[src/hw/rtl/seven_segment_digit_reader_defines.svh]
// Assertion macros for the seven segment digit reader.
// Expects signals named clock and reset in the including module.
`ifndef SEVEN_SEGMENT_DIGIT_READER_DEFINES_SVH
`define SEVEN_SEGMENT_DIGIT_READER_DEFINES_SVH

// same-cycle implication
`define SSDR_ASSERT_IMP(label, ante, cons, msg) \
   label: assert property (@(posedge clock) disable iff (reset) (ante) |-> (cons)) \
      else $error(msg);

// next-cycle implication
`define SSDR_ASSERT_NXT(label, ante, cons, msg) \
   label: assert property (@(posedge clock) disable iff (reset) (ante) |=> (cons)) \
      else $error(msg);

`endif

[src/hw/rtl/ssdr_pkg.sv]
// Shared types, constants and constant dividers for the digit reader.
// No dependencies.
`default_nettype none

package ssdr_pkg;

   localparam int IMAGE_SIZE = 1024;

   localparam int CoordW = 12;
   localparam int BalW   = 11;
   localparam int NumSeg = 7;

   typedef logic [CoordW-1:0] coord_type;

   typedef enum logic [2:0] {
      REG_RECT_LEFT       = 3'd0,
      REG_RECT_TOP        = 3'd1,
      REG_RECT_WIDTH      = 3'd2,
      REG_RECT_HEIGHT     = 3'd3,
      REG_WHITE_THRESHOLD = 3'd4
   } reg_index_type;

   localparam logic [9:0]  RESET_LEFT      = 10'd0;
   localparam logic [9:0]  RESET_TOP       = 10'd0;
   localparam logic [10:0] RESET_WIDTH     = 11'd1;
   localparam logic [10:0] RESET_HEIGHT    = 11'd1;
   localparam logic [7:0]  RESET_THRESHOLD = 8'd100;

   localparam logic [6:0] DIGIT_CODES [10] = '{
      7'd63, 7'd0, 7'd91, 7'd79, 7'd102, 7'd109, 7'd125, 7'd7, 7'd127, 7'd111
   };

   // box geometry shared by the match stages and the tally
   typedef struct packed {
      coord_type  left;
      coord_type  top;
      coord_type  mid_col;
      coord_type  right_lo;
      coord_type  right_hi;
      coord_type  left_hi;
      coord_type  row_up;
      coord_type  row_dn;
      coord_type  seg0_hi;
      coord_type  seg3_lo;
      coord_type  seg3_hi;
      coord_type  seg6_lo;
      coord_type  seg6_hi;
      logic       tall;
      logic [7:0] threshold;
   } geom_type;

   typedef struct packed {
      logic [NumSeg-1:0] hits;
      logic              bright;
      logic              frame_end;
   } hit_type;

   // exact n/3 for n below 2**16
   function automatic logic [15:0] div3(input logic [15:0] n);
      logic [31:0] p;
      p = 32'(n) * 32'd43691;
      return 16'(p[31:17]);
   endfunction

   // exact n/5 for n below 2**16
   function automatic logic [15:0] div5(input logic [15:0] n);
      logic [31:0] p;
      p = 32'(n) * 32'd52429;
      return 16'(p[31:18]);
   endfunction

   // {valid, digit}
   function automatic logic [4:0] digit_of(input logic [6:0] code);
      logic [4:0] r;
      r = '0;
      for (int k = 0; k < 10; k++) begin
         if (code == DIGIT_CODES[k]) begin
            r = {1'b1, 4'(k)};
         end
      end
      return r;
   endfunction

endpackage

`default_nettype wire

[src/hw/rtl/seven_segment_digit_reader.sv]
// Seven segment digit reader: judges one digit in a configured box of a pixel stream.
// Instantiates ssdr_geom, ssdr_match and ssdr_tally; depends on ssdr_pkg.
//
// The reader takes one pixel per clock unless stalled, and a frame-end pixel yields
// one result. The pixel path is three registers deep (input, row tests, column
// tests) followed by the balance update and the result register; the only stall is
// a frame-end pixel meeting a result that has not yet been taken, so a held result
// costs nothing until the next frame end. Register writes reach the derived box
// geometry through its registered stages, which a pixel accepted right after the
// write already sees; write only while no pixels are in flight. Widths and heights
// of zero act as one.
`default_nettype none

module seven_segment_digit_reader
   import ssdr_pkg::*;
(
   input  wire logic        clock,
   input  wire logic        reset,
   input  wire logic        req_tvalid,
   output logic             req_tready,
   input  wire logic [31:0] req_tdata,  // pixel_row[9:0], pixel_column[19:10], pixel_value[27:20]
   input  wire logic        req_tlast,  // frame_end
   output logic             rsp_tvalid,
   input  wire logic        rsp_tready,
   output logic [15:0]      rsp_tdata,  // segment_code[6:0], digit[10:7]
   output logic             rsp_tuser,  // digit_valid
   input  wire logic        csr_valid,
   output logic             csr_ready,
   input  wire logic [2:0]  csr_index,
   input  wire logic [10:0] csr_wdata
);

   geom_type   geom;
   hit_type    hit;
   logic       hit_valid, hit_ready;
   logic [6:0] code;
   logic [3:0] digit;

   assign csr_ready = !reset;

   ssdr_geom u_geom (
      .clock     (clock),
      .reset     (reset),
      .csr_wr    (csr_valid && csr_ready),
      .csr_index (csr_index),
      .csr_wdata (csr_wdata),
      .geom      (geom)
   );

   ssdr_match u_match (
      .clock        (clock),
      .reset        (reset),
      .in_valid     (req_tvalid),
      .in_ready     (req_tready),
      .in_row       (req_tdata[9:0]),
      .in_col       (req_tdata[19:10]),
      .in_value     (req_tdata[27:20]),
      .in_frame_end (req_tlast),
      .geom         (geom),
      .hit_valid    (hit_valid),
      .hit_ready    (hit_ready),
      .hit          (hit)
   );

   ssdr_tally u_tally (
      .clock           (clock),
      .reset           (reset),
      .hit_valid       (hit_valid),
      .hit_ready       (hit_ready),
      .hit             (hit),
      .tall            (geom.tall),
      .out_valid       (rsp_tvalid),
      .out_ready       (rsp_tready),
      .out_code        (code),
      .out_digit       (digit),
      .out_digit_valid (rsp_tuser)
   );

   assign rsp_tdata = {5'd0, digit, code};

endmodule

`default_nettype wire

[src/hw/rtl/ssdr_geom.sv]
// Configuration registers and the two-stage box geometry derived from them.
// Depends on ssdr_pkg.
`default_nettype none

module ssdr_geom
   import ssdr_pkg::*;
(
   input  wire logic        clock,
   input  wire logic        reset,
   input  wire logic        csr_wr,
   input  wire logic [2:0]  csr_index,
   input  wire logic [10:0] csr_wdata,
   output geom_type         geom
);

   logic [9:0]  left_ff, top_ff;
   logic [10:0] width_ff, height_ff;
   logic [7:0]  thresh_ff;

   logic [10:0] w0, h0, eff_w_in, eff_w_ff, h_ff;
   logic        eff;
   coord_type   row_up_ff, row_dn_ff, seg0_hi_ff, seg3_lo_ff, seg3_hi_ff;
   coord_type   seg6_lo_ff, seg6_hi_ff;
   coord_type   mid_col_ff, right_lo_ff, right_hi_ff, left_hi_ff;
   logic        tall_ff;

   always_ff @(posedge clock) begin
      if (reset) begin
         left_ff   <= RESET_LEFT;
         top_ff    <= RESET_TOP;
         width_ff  <= RESET_WIDTH;
         height_ff <= RESET_HEIGHT;
         thresh_ff <= RESET_THRESHOLD;
      end else if (csr_wr) begin
         unique case (csr_index)
            REG_RECT_LEFT:       left_ff   <= csr_wdata[9:0];
            REG_RECT_TOP:        top_ff    <= csr_wdata[9:0];
            REG_RECT_WIDTH:      width_ff  <= csr_wdata;
            REG_RECT_HEIGHT:     height_ff <= csr_wdata;
            REG_WHITE_THRESHOLD: thresh_ff <= csr_wdata[7:0];
            default: ;
         endcase
      end
   end

   always_comb begin
      w0  = (width_ff == '0) ? 11'd1 : width_ff;
      h0  = (height_ff == '0) ? 11'd1 : height_ff;
      eff = (w0 < h0) && ((14'(w0) * 14'd5) >= (14'(h0) * 14'd4));
      eff_w_in = eff ? 11'(div3(16'({w0, 1'b0}))) : w0;
   end

   // stage 1: effective width and row bounds
   always_ff @(posedge clock) begin
      eff_w_ff   <= eff_w_in;
      h_ff       <= h0;
      row_up_ff  <= coord_type'(top_ff) + coord_type'(h0[10:2]);
      row_dn_ff  <= coord_type'(top_ff) + coord_type'((13'(h0) * 13'd3) >> 2);
      seg0_hi_ff <= coord_type'(top_ff) + coord_type'(div5(16'(h0)));
      seg3_lo_ff <= coord_type'(top_ff) + coord_type'(div5(16'(h0) * 16'd4));
      seg3_hi_ff <= coord_type'(top_ff) + coord_type'(h0);
      seg6_lo_ff <= coord_type'(top_ff) + coord_type'(div5(16'(h0) * 16'd2));
      seg6_hi_ff <= coord_type'(top_ff) + coord_type'(div5(16'(h0) * 16'd3));
   end

   // stage 2: column bounds and the narrow-box flag
   always_ff @(posedge clock) begin
      mid_col_ff  <= coord_type'(left_ff) + coord_type'(eff_w_ff[10:1]);
      right_lo_ff <= coord_type'(left_ff) + coord_type'(div5(16'(eff_w_ff) * 16'd4));
      right_hi_ff <= coord_type'(left_ff) + coord_type'(eff_w_ff);
      left_hi_ff  <= coord_type'(left_ff) + coord_type'(div5(16'(eff_w_ff)));
      tall_ff     <= 13'(h_ff) >= (13'(eff_w_ff) * 13'd4);
   end

   always_comb begin
      geom.left      = coord_type'(left_ff);
      geom.top       = coord_type'(top_ff);
      geom.mid_col   = mid_col_ff;
      geom.right_lo  = right_lo_ff;
      geom.right_hi  = right_hi_ff;
      geom.left_hi   = left_hi_ff;
      geom.row_up    = row_up_ff;
      geom.row_dn    = row_dn_ff;
      geom.seg0_hi   = seg0_hi_ff;
      geom.seg3_lo   = seg3_lo_ff;
      geom.seg3_hi   = seg3_hi_ff;
      geom.seg6_lo   = seg6_lo_ff;
      geom.seg6_hi   = seg6_hi_ff;
      geom.tall      = tall_ff;
      geom.threshold = thresh_ff;
   end

endmodule

`default_nettype wire

[src/hw/rtl/ssdr_match.sv]
// Pixel pipeline: input register, row tests, column tests into segment hits.
// Depends on ssdr_pkg.
`default_nettype none

module ssdr_match
   import ssdr_pkg::*;
(
   input  wire logic        clock,
   input  wire logic        reset,
   input  wire logic        in_valid,
   output logic             in_ready,
   input  wire logic [9:0]  in_row,
   input  wire logic [9:0]  in_col,
   input  wire logic [7:0]  in_value,
   input  wire logic        in_frame_end,
   input  geom_type         geom,
   output logic             hit_valid,
   input  wire logic        hit_ready,
   output hit_type          hit
);

   logic       a_valid_ff, b_valid_ff, c_valid_ff;
   logic       a_ready, b_ready, c_ready;
   logic [9:0] a_row_ff, a_col_ff, b_col_ff;
   logic [7:0] a_value_ff;
   logic       a_fend_ff;

   logic b_ok_ff, b_up_ff, b_dn_ff, b_in0_ff, b_in3_ff, b_in6_ff, b_bright_ff, b_fend_ff;
   logic ok_in, up_in, dn_in, in0_in, in3_in, in6_in, bright_in;
   logic mid, rlo, llo;
   hit_type hit_in, hit_ff;
   coord_type row_x, col_x;

   assign c_ready  = !c_valid_ff || hit_ready;
   assign b_ready  = !b_valid_ff || c_ready;
   assign a_ready  = !a_valid_ff || b_ready;
   assign in_ready = a_ready && !reset;

   // stage A: hold the accepted item
   always_ff @(posedge clock) begin
      if (reset) begin
         a_valid_ff <= 1'b0;
      end else if (a_ready) begin
         a_valid_ff <= in_valid;
      end
      if (a_ready && in_valid) begin
         a_row_ff   <= in_row;
         a_col_ff   <= in_col;
         a_value_ff <= in_value;
         a_fend_ff  <= in_frame_end;
      end
   end

   always_comb begin
      row_x     = coord_type'(a_row_ff);
      ok_in     = (32'(a_row_ff) < IMAGE_SIZE) && (32'(a_col_ff) < IMAGE_SIZE);
      up_in     = row_x == geom.row_up;
      dn_in     = row_x == geom.row_dn;
      in0_in    = (row_x >= geom.top) && (row_x < geom.seg0_hi);
      in3_in    = (row_x >= geom.seg3_lo) && (row_x < geom.seg3_hi);
      in6_in    = (row_x >= geom.seg6_lo) && (row_x < geom.seg6_hi);
      bright_in = a_value_ff > geom.threshold;
   end

   // stage B: row tests
   always_ff @(posedge clock) begin
      if (reset) begin
         b_valid_ff <= 1'b0;
      end else if (b_ready) begin
         b_valid_ff <= a_valid_ff;
      end
      if (b_ready && a_valid_ff) begin
         b_col_ff    <= a_col_ff;
         b_ok_ff     <= ok_in;
         b_up_ff     <= up_in;
         b_dn_ff     <= dn_in;
         b_in0_ff    <= in0_in;
         b_in3_ff    <= in3_in;
         b_in6_ff    <= in6_in;
         b_bright_ff <= bright_in;
         b_fend_ff   <= a_fend_ff;
      end
   end

   always_comb begin
      col_x = coord_type'(b_col_ff);
      mid   = col_x == geom.mid_col;
      rlo   = (col_x >= geom.right_lo) && (col_x < geom.right_hi);
      llo   = (col_x >= geom.left) && (col_x < geom.left_hi);
      hit_in.hits[0]   = b_ok_ff && mid && b_in0_ff;
      hit_in.hits[1]   = b_ok_ff && b_up_ff && rlo;
      hit_in.hits[2]   = b_ok_ff && b_dn_ff && rlo;
      hit_in.hits[3]   = b_ok_ff && mid && b_in3_ff;
      hit_in.hits[4]   = b_ok_ff && b_dn_ff && llo;
      hit_in.hits[5]   = b_ok_ff && b_up_ff && llo;
      hit_in.hits[6]   = b_ok_ff && mid && b_in6_ff;
      hit_in.bright    = b_bright_ff;
      hit_in.frame_end = b_fend_ff;
   end

   // stage C: segment hits
   always_ff @(posedge clock) begin
      if (reset) begin
         c_valid_ff <= 1'b0;
      end else if (c_ready) begin
         c_valid_ff <= b_valid_ff;
      end
      if (c_ready && b_valid_ff) begin
         hit_ff <= hit_in;
      end
   end

   assign hit_valid = c_valid_ff;
   assign hit       = hit_ff;

endmodule

`default_nettype wire

[src/hw/rtl/ssdr_tally.sv]
// Segment balances, frame-end decision, digit lookup and result register.
// Depends on ssdr_pkg and the assertion macro header.
`default_nettype none
`include "seven_segment_digit_reader_defines.svh"

module ssdr_tally
   import ssdr_pkg::*;
(
   input  wire logic        clock,
   input  wire logic        reset,
   input  wire logic        hit_valid,
   output logic             hit_ready,
   input  hit_type          hit,
   input  wire logic        tall,
   output logic             out_valid,
   input  wire logic        out_ready,
   output logic [6:0]       out_code,
   output logic [3:0]       out_digit,
   output logic             out_digit_valid
);

   logic [NumSeg-1:0][BalW-1:0] bal_ff, bal_in, bal_nx;
   logic             rsp_valid_ff;
   logic [6:0]       code_ff;
   logic [3:0]       digit_ff;
   logic             valid_ff;
   logic             slot_free, take, out_wr;
   logic [6:0]       code_c;
   logic [4:0]       look;

   assign slot_free = !rsp_valid_ff || out_ready;
   assign hit_ready = !hit.frame_end || slot_free;
   assign take      = hit_valid && hit_ready;
   assign out_wr    = take && hit.frame_end;

   always_comb begin
      for (int k = 0; k < NumSeg; k++) begin
         bal_nx[k] = bal_ff[k];
         if (hit.hits[k]) begin
            if (hit.bright) begin
               if ($signed(bal_ff[k]) != $signed(11'h3FF)) bal_nx[k] = bal_ff[k] + 11'd1;
            end else begin
               if ($signed(bal_ff[k]) != $signed(11'h400)) bal_nx[k] = bal_ff[k] - 11'd1;
            end
         end
         code_c[k] = $signed(bal_nx[k]) > $signed(11'd0);
      end
      if (tall) code_c = '0;
      look   = digit_of(code_c);
      bal_in = hit.frame_end ? '0 : bal_nx;
   end

   always_ff @(posedge clock) begin
      if (reset) begin
         bal_ff <= '0;
      end else if (take) begin
         bal_ff <= bal_in;
      end
   end

   always_ff @(posedge clock) begin
      if (reset) begin
         rsp_valid_ff <= 1'b0;
      end else if (out_wr) begin
         rsp_valid_ff <= 1'b1;
      end else if (out_ready) begin
         rsp_valid_ff <= 1'b0;
      end
      if (out_wr) begin
         code_ff  <= code_c;
         digit_ff <= look[3:0];
         valid_ff <= look[4];
      end
   end

   assign out_valid       = rsp_valid_ff;
   assign out_code        = code_ff;
   assign out_digit       = digit_ff;
   assign out_digit_valid = valid_ff;

   `SSDR_ASSERT_NXT(a_bal_clear, out_wr, bal_ff == '0, "balances not cleared after result")
   `SSDR_ASSERT_IMP(a_no_overwrite, out_wr, !rsp_valid_ff || out_ready, "result overwritten")
   `SSDR_ASSERT_NXT(a_tall_zero, out_wr && tall, code_ff == '0, "narrow box code not zero")
   `SSDR_ASSERT_IMP(a_digit_zero, rsp_valid_ff && !valid_ff, digit_ff == '0, "bad digit")

endmodule

`default_nettype wire
[config.mk]
export PLATFORM = sky130hd
export DESIGN_NAME = seven_segment_digit_reader
export DESIGN_NICKNAME = d
export VERILOG_FILES = /design/src/hw/rtl/ssdr_pkg.sv /design/src/hw/rtl/seven_segment_digit_reader.sv /design/src/hw/rtl/ssdr_geom.sv /design/src/hw/rtl/ssdr_match.sv /design/src/hw/rtl/ssdr_tally.sv
export VERILOG_INCLUDE_DIRS = /design/src /design/src/hw/rtl
export SDC_FILE = /design/constraint.sdc
export NUM_CORES = 2
export LEC_CHECK = 0
export BUFFER_PORTS_ARGS = -buffer_cell sky130_fd_sc_hd__buf_2
export CORE_ASPECT_RATIO = 1.4
export CORE_UTILIZATION = 55
export DETAILED_ROUTE_END_ITERATION = 8
export GPL_TIMING_DRIVEN = 0
export PLACE_DENSITY_LB_ADDON = 0.2
export SLEW_MARGIN = 10
export SYNTH_ARGS = -nofsm -noshare
export SYNTH_HDL_FRONTEND = slang
export SYNTH_SLANG_ARGS = --single-unit
[constraint.sdc]
create_clock -name clock -period 8.1 [get_ports clock]
set_input_delay 0.81 -clock clock [delete_from_list [all_inputs] [get_ports clock]]
set_output_delay 0.81 -clock clock [all_outputs]
set_load 0.02 [all_outputs]
**Word-level counts from Yosys, hierarchy flattened**

Cells that the tools add are included.

- Register bits: 353
- Latch bits: 0
- RAM bits: 0
- Bits in read-only memories: 0
- Input port bits: 52
- Output and inout bits: 20
- Logic and storage cells: 222
- Memories kept: 0

- Add/subtract/negate cells: 25
- Multipliers: 10
- Divide/modulo/power cells: 0
- Magnitude comparators: 21
- Eq/ne operators: 30
- Shift operators: 0
- Muxes and demuxes: 44
- Bitwise operators: 0
- Reduce and logical (&&, ||, !) cells: 43

Operator list:

| operator | number |
|---|---|
| 11-bit 2-to-1 mux | 31 |
| 11-bit by 16-bit multiplier with 27-bit output (second input constant) | 6 |
| 11-bit != test (second input constant) | 14 |
| 11-bit by 1-bit adder with 11-bit output (second input constant) | 7 |
| 11-bit by 1-bit greater-than comparator with 1-bit output (second input constant) | 7 |
| 77-bit 2-to-1 mux | 1 |
| 11-bit by 1-bit subtractor with 11-bit output (second input constant) | 7 |
| 10-bit by 11-bit adder with 12-bit output | 5 |
| 10-bit by 12-bit less-than comparator with 1-bit output | 5 |
| 7-bit == test (second input constant) | 7 |
| 10-bit by 12-bit == test with 1-bit output | 3 |
| 10-bit by 12-bit greater-or-equal comparator with 1-bit output | 3 |
| 10-bit by 9-bit adder with 11-bit output | 3 |
| 13-bit by 16-bit multiplier with 29-bit output (second input constant) | 1 |
| 4-bit 2-to-1 mux | 7 |
| 11-bit by 2-bit multiplier with 13-bit output (second input constant) | 2 |
| 10-bit by 12-bit adder with 12-bit output | 2 |
| 11-bit zero test | 2 |
| 10-bit greater-or-equal comparator | 2 |
| 1-bit logical AND | 20 |
| 14-bit by 13-bit greater-or-equal comparator with 1-bit output | 1 |
| 11-bit by 3-bit multiplier with 14-bit output (second input constant) | 1 |
| 11-bit by 13-bit greater-or-equal comparator with 1-bit output | 1 |
| 10-bit by 10-bit adder with 11-bit output | 1 |
| 18 further kinds | 34 |

**Depth between registers and ports, before layout**

- Word-level depth: 16
- Depth in mapped cells: 46
- Depth with buffers taken out: 45

**Cells and area by module**

From an unflattened synthesis, not the netlist that was laid out.

- Cells, all modules: 3,847
- Area, all modules: 33,623.5 um^2

By module, submodules not included:

| module | times used | cells each | area an instance (um^2) |
|---|---|---|---|
| ssdr_geom | 1 | 2,218 | 20,546.0 |
| ssdr_tally | 1 | 1,137 | 8,245.4 |
| ssdr_match | 1 | 484 | 4,780.8 |
| seven_segment_digit_reader | 1 | 8 | 51.3 |

**Least setup slack after synthesis**

No wires, ideal clock.

- Path kind: flip-flop to flip-flop
- Start point: register u_geom.height_ff[9]
- End point: register u_geom.seg6_hi_ff[10]
- Library setup time: 0.072 ns
- Data arrival time: 8.674 ns
- Setup slack: -0.646 ns
- Cell stages (with the launch flop): 42
- Cells stage by stage: dfxtp_1 > clkbuf_1 > or4_1 > or2_1 > clkbuf_1 > nand2_1 > inv_1 > ha_1 > o21ai_0 > a21oi_1 > o21ai_0 > a21oi_1 > o21ai_0 > and2_1 > a21oi_1 > o32ai_1 > ha_1 > fa_1 > [6 not listed] > nand3_1 > a2111oi_0 > nand2b_1 > nand2_1 > a21oi_1 > nor2b_1 > nor2_1 > xnor2_1 > ha_1 > a21oi_1 > o21bai_1 > a21oi_1 > o21bai_1 > a21o_1 > a21o_1 > a21o_1 > a21oi_1 > xor2_1

- Longest elaborated chain between the ends: 5

RTL lines:

| item | line | text |
|---|---|---|
| from (decl) | ssdr_geom.sv:17 | `logic [10:0] width_ff, height_ff;` |
| from (signal assigned) | ssdr_geom.sv:39 | `REG_RECT_HEIGHT: height_ff <= csr_wdata;` |
| 11-bit zero test | ssdr_geom.sv:48 | `h0 = (height_ff == '0) ? 11'd1 : height_ff;` |
| 11-bit 2-to-1 mux | ssdr_geom.sv:48 |  |
| named net u_geom.h0[4] | ssdr_geom.sv:20 | `logic [10:0] w0, h0, eff_w_in, eff_w_ff, h_ff;` |
| 11-bit by 2-bit multiplier with 13-bit output | ssdr_geom.sv:63 | `seg6_hi_ff <= coord_type'(top_ff) + coord_type'(div5(16'(h0) * 16'd3));` |
| 13-bit by 16-bit multiplier with 29-bit output | ssdr_pkg.sv:68 | `p = 32'(n) * 32'd52429;` |
| 10-bit by 11-bit adder with 12-bit output | ssdr_geom.sv:63 |  |
| to (signal assigned) | ssdr_geom.sv:63 |  |
| to (decl) | ssdr_geom.sv:23 | `coord_type seg6_lo_ff, seg6_hi_ff;` |

The timed path passes the listed nets, and every way through them passes these cells.
A chain may end at the register's enable or synchronous reset.

**Worst setup path in the final report**

- Start point: register u_geom.height_ff[1]
- End point: register u_geom.seg6_hi_ff[10]

The elaborated chain is that of the path after synthesis.

==> results_dict.tcl <==
set metrics [dict create \
    final_design_area_no_fill_um2 36310 \
    post-route-min-period_ns 8.689 \
    post_drt_via_cell_ratio 5.739 \
    critical-path-slowest-cell "sky130_fd_sc_hd__fa_2" \
    synth_adder_area_share_pct 33.14 \
    worst_setup_hold_path_clk_slew_ns 0.07 \
    grt_first_pass_wirelength_mm 136.6 \
    post_synth_edffs 67 \
    die_x_um 207.8 \
    final.period_utilization_pct 107.3 \
    power_density_nw_per_um2 123.1 \
    post_synth_and_or_nand_nor_area_fraction_pct 13.12 \
    cts_hold_repair.buffers 0 \
    layout.cells.most_common_list "sky130_fd_sc_hd__ha_1 (562), sky130_fd_sc_hd__inv_1 (521), sky130_fd_sc_hd__dfxtp_1 (272)" \
    crit_path_max_incr_delay_ns 0.59 \
    groute.layer.met3.usage_pct 3.182 \
    routed_wl_mm 85.14 \
    dieArea_um2 60260 \
    timing.final.setup_violations 6 \
    yosys_warning_total 0 \
    floorplan.initialDensity_pct 55.64 \
    global_route.usage.met1_pct 32.99 \
    ys_seq_area_share_pct 23.43 \
    drt-wirelength-per-cell_um 18.76 \
    ys.flop_type "sky130_fd_sc_hd__dfxtp_1" \
    max_slew.worst_pin.slew_ns 1.221 \
    worst_clk_skew_ns 0.02754 \
    grt.busiest_layer "met2" \
    met2_usage_pct 51.49 \
    drc_errors 0 \
    port_buffers 61 \
    power.ir.vdd_worst_mv 0.1369 \
    required_ns 8.58 \
    final_common_cell "sky130_fd_sc_hd__ha_1" \
    yosys.area_share.xor_xnor_pct 5.723 \
    ports_placed_on_the_boundary 72 \
    async_flop_share_pct 0 \
    yosys.area.top_type_share_pct 22.15 \
    detail_route.first_pass.iterations 6 \
    timing.max_cap.violations 0 \
    grt_antenna_before_repair 4 \
    finalWorstSetupSlack_ns -0.5895 \
    synth_top_cells_by_area "sky130_fd_sc_hd__ha_1 (22%), sky130_fd_sc_hd__dfxtp_1 (17%), sky130_fd_sc_hd__fa_1 (11%)" \
    clock_tree.root_cell "sky130_fd_sc_hd__clkbuf_16" \
    floorplan.core_area_um2 58590 \
    complex_gate_fraction_of_the_synthesized_area_pct 14.61 \
    grt.overflow.total 0 \
    htree_num_levels 2 \
    synth_top_family_by_area "adder cells" \
    drv_slew 0 \
    timing.slew.headroom_pct 17.87 \
    placementRows 105 \
    critical_path.endpoint_type "flip-flop" \
    fmaxAchievable_mhz 115.1 \
    final.hold.worst_slack_ns 0.4090 \
    groute.usage.overall_pct 28.40 \
    syn_area_um2 32600 \
    final_nets 4566 \
    post-route-util_pct 61.98 \
    report.power.total_mw 4.472 \
    number_of_violations_reported_at_the_end_of_detailed_routing_iteration_0 1596 \
    total_cts_buffers 39 \
    ys_ff_latch 348 \
    die-height_um 290.1 \
    worstSetupPathType "flip-flop to flip-flop" \
    timing.critical_path.fanout_max 6 \
    fraction_of_synthesized_area_in_multiplexers_pct 2.096 \
    leakage_power_nw 17.43 \
    data_arrival_time_at_the_worst_slack_endpoint_ns 9.17 \
    hold_violations 0 \
    postRouteAntennaNets 0 \
    synth_cells 3593 \
    layout-area-overhead-vs-synth_pct 11.39 \
    drive_above_1_share_pct 9.477 \
    gp_routability_congestion 0.9938 \
    synth_cell_type_count 97 \
    setup_repair_after_global_routing_missed_its_margin "true" \
    cts_buffer_depth 3 \
    hold_path.class "primary input to flip-flop" \
    dp_worst_setup_slack_ns -1.626 \
    vias 26040 \
    outcome "finished, violations left" \
    violations "negative setup slack" \
    worstSetupStartpointType "flip-flop" \
    cts_tree "yes" \
    dp_hpwl_mm 66.35 \
    grt_start_max_net_pins 18 \
    avgSynthCellArea_um2 9.073 \
    number_of_sinks_on_the_clock_net 348 \
    netlist.top_cell.by_area "sky130_fd_sc_hd__ha_1" \
    dpl-instance-area_um2 34050 \
    clock_insertion_delay_worst_skew_ns 0.58 \
    grt_pass1_vias 26570 \
]
[flip-flops by register name (all words and copies together), names as in the netlist, 9 cells and up]
name,count
u_geom.row_dn_ff,12
u_geom.top_ff,10
u_geom.seg6_hi_ff,12
u_tally.bal_ff,77
u_geom.seg3_lo_ff,12
u_geom.height_ff,11
u_geom.seg0_hi_ff,11
u_match.a_row_ff,10
u_geom.seg3_hi_ff,12
u_geom.h_ff,11
u_geom.eff_w_ff,11
u_geom.left_hi_ff,11
u_geom.left_ff,10
u_geom.right_hi_ff,12
u_match.hit,9
u_geom.row_up_ff,11
u_geom.seg6_lo_ff,11
u_geom.width_ff,11
u_geom.right_lo_ff,12
u_match.b_col_ff,10
u_geom.mid_col_ff,11
u_match.a_col_ff,10
[repair_timing]
action / in CTS / in global routing
setup buffers: 45 / 19
pin swaps: 53 / 46
setup endpoints to repair: 30 / 21
gates resized for setup: 74 / 47
[path summary, 6_finish.rpt]
kind	startpoint	to	slack, ns	cells after the start
worst max-delay path	u_geom.height_ff[1]	u_geom.seg6_hi_ff[10]	-0.59	41
worst min-delay path	req_tdata[10]	u_match.a_col_ff[0]	0.41	1
worst max register to register	u_geom.height_ff[1]	u_geom.seg6_hi_ff[10]	-0.59	41
worst min register to register	u_match.b_fend_ff	u_match.hit[0]	0.43	0
[stage by stage]
stage	TNS, ns	instances
after detailed placement	-20.25	4410
after global routing	-5.869	4538
after CTS	-1.941	4521
final	-2.436	4538
after global placement	-18.39	4407
after floorplan	0	3597
[synthesized netlist by cell type (all sizes together), types with 21 or more instances]
cell type  number
a21o           96
a21oi         187
a22oi          62
a31oi          21
and2           27
buf            25
clkbuf        108
dfxtp         281
edfxtp         67
fa            179
ha            577
inv           534
mux2i          57
nand2         111
nand2b         50
nand3          58
nand4          41
nor2          273
nor2b          45
nor3           75
nor4           44
o21a           36
o21ai         104
o21bai         46
xnor2         142
xor2           71
[per-layer routing]
layer / up-vias / wire length (µm)
met3: 212 / 3857
met5: - / 15
li1: 12740 / -
met4: 2 / 4134
met2: 669 / 42850
met1: 12420 / 34280
[report_power, final]
| part | switching [mW] | internal [mW] | total [mW] | leakage [nW] |
|---|---|---|---|---|
| combinational | 0.460 | 0.336 | 0.797 | 13.9 |
| sequential | 0.0554 | 1.83 | 1.89 | 2.92 |
| clock | 0.771 | 1.02 | 1.79 | 0.623 |
| total | 1.29 | 3.19 | 4.47 | 17.4 |
[critical path, delay by kind of cell, from the launching register on]
kind,cells,cell delay [ns]
xor+xnor,2,0.39
buf+inv,7,0.83
compound gates,16,2.25
fa+ha+maj,8,3.23
flops,1,0.35
simple gates,8,1.55
[area by class of cell]
type	instances	area [µm²]
Fill cell	5063	22280
Sequential cell	348	7659
Clock inverter	25	235.2
Multi-Input combinational cell	2582	23030
Antenna cell	1	2.502
Buffer	132	575.6
Inverter	534	2027
Tap cell	749	937.1
Timing Repair Buffer	121	810.8
Clock buffer	46	1032
[cell families after synthesis]
group,Yosys count
adders and majority gates,756
DFF,348
muxes,67
AOI/OAI and AO/OA,709
other,1
and+or+nand+nor,832
xor gates and xnor gates,213
buffers and inverters,667
Power figures use the tool's default switching activity.
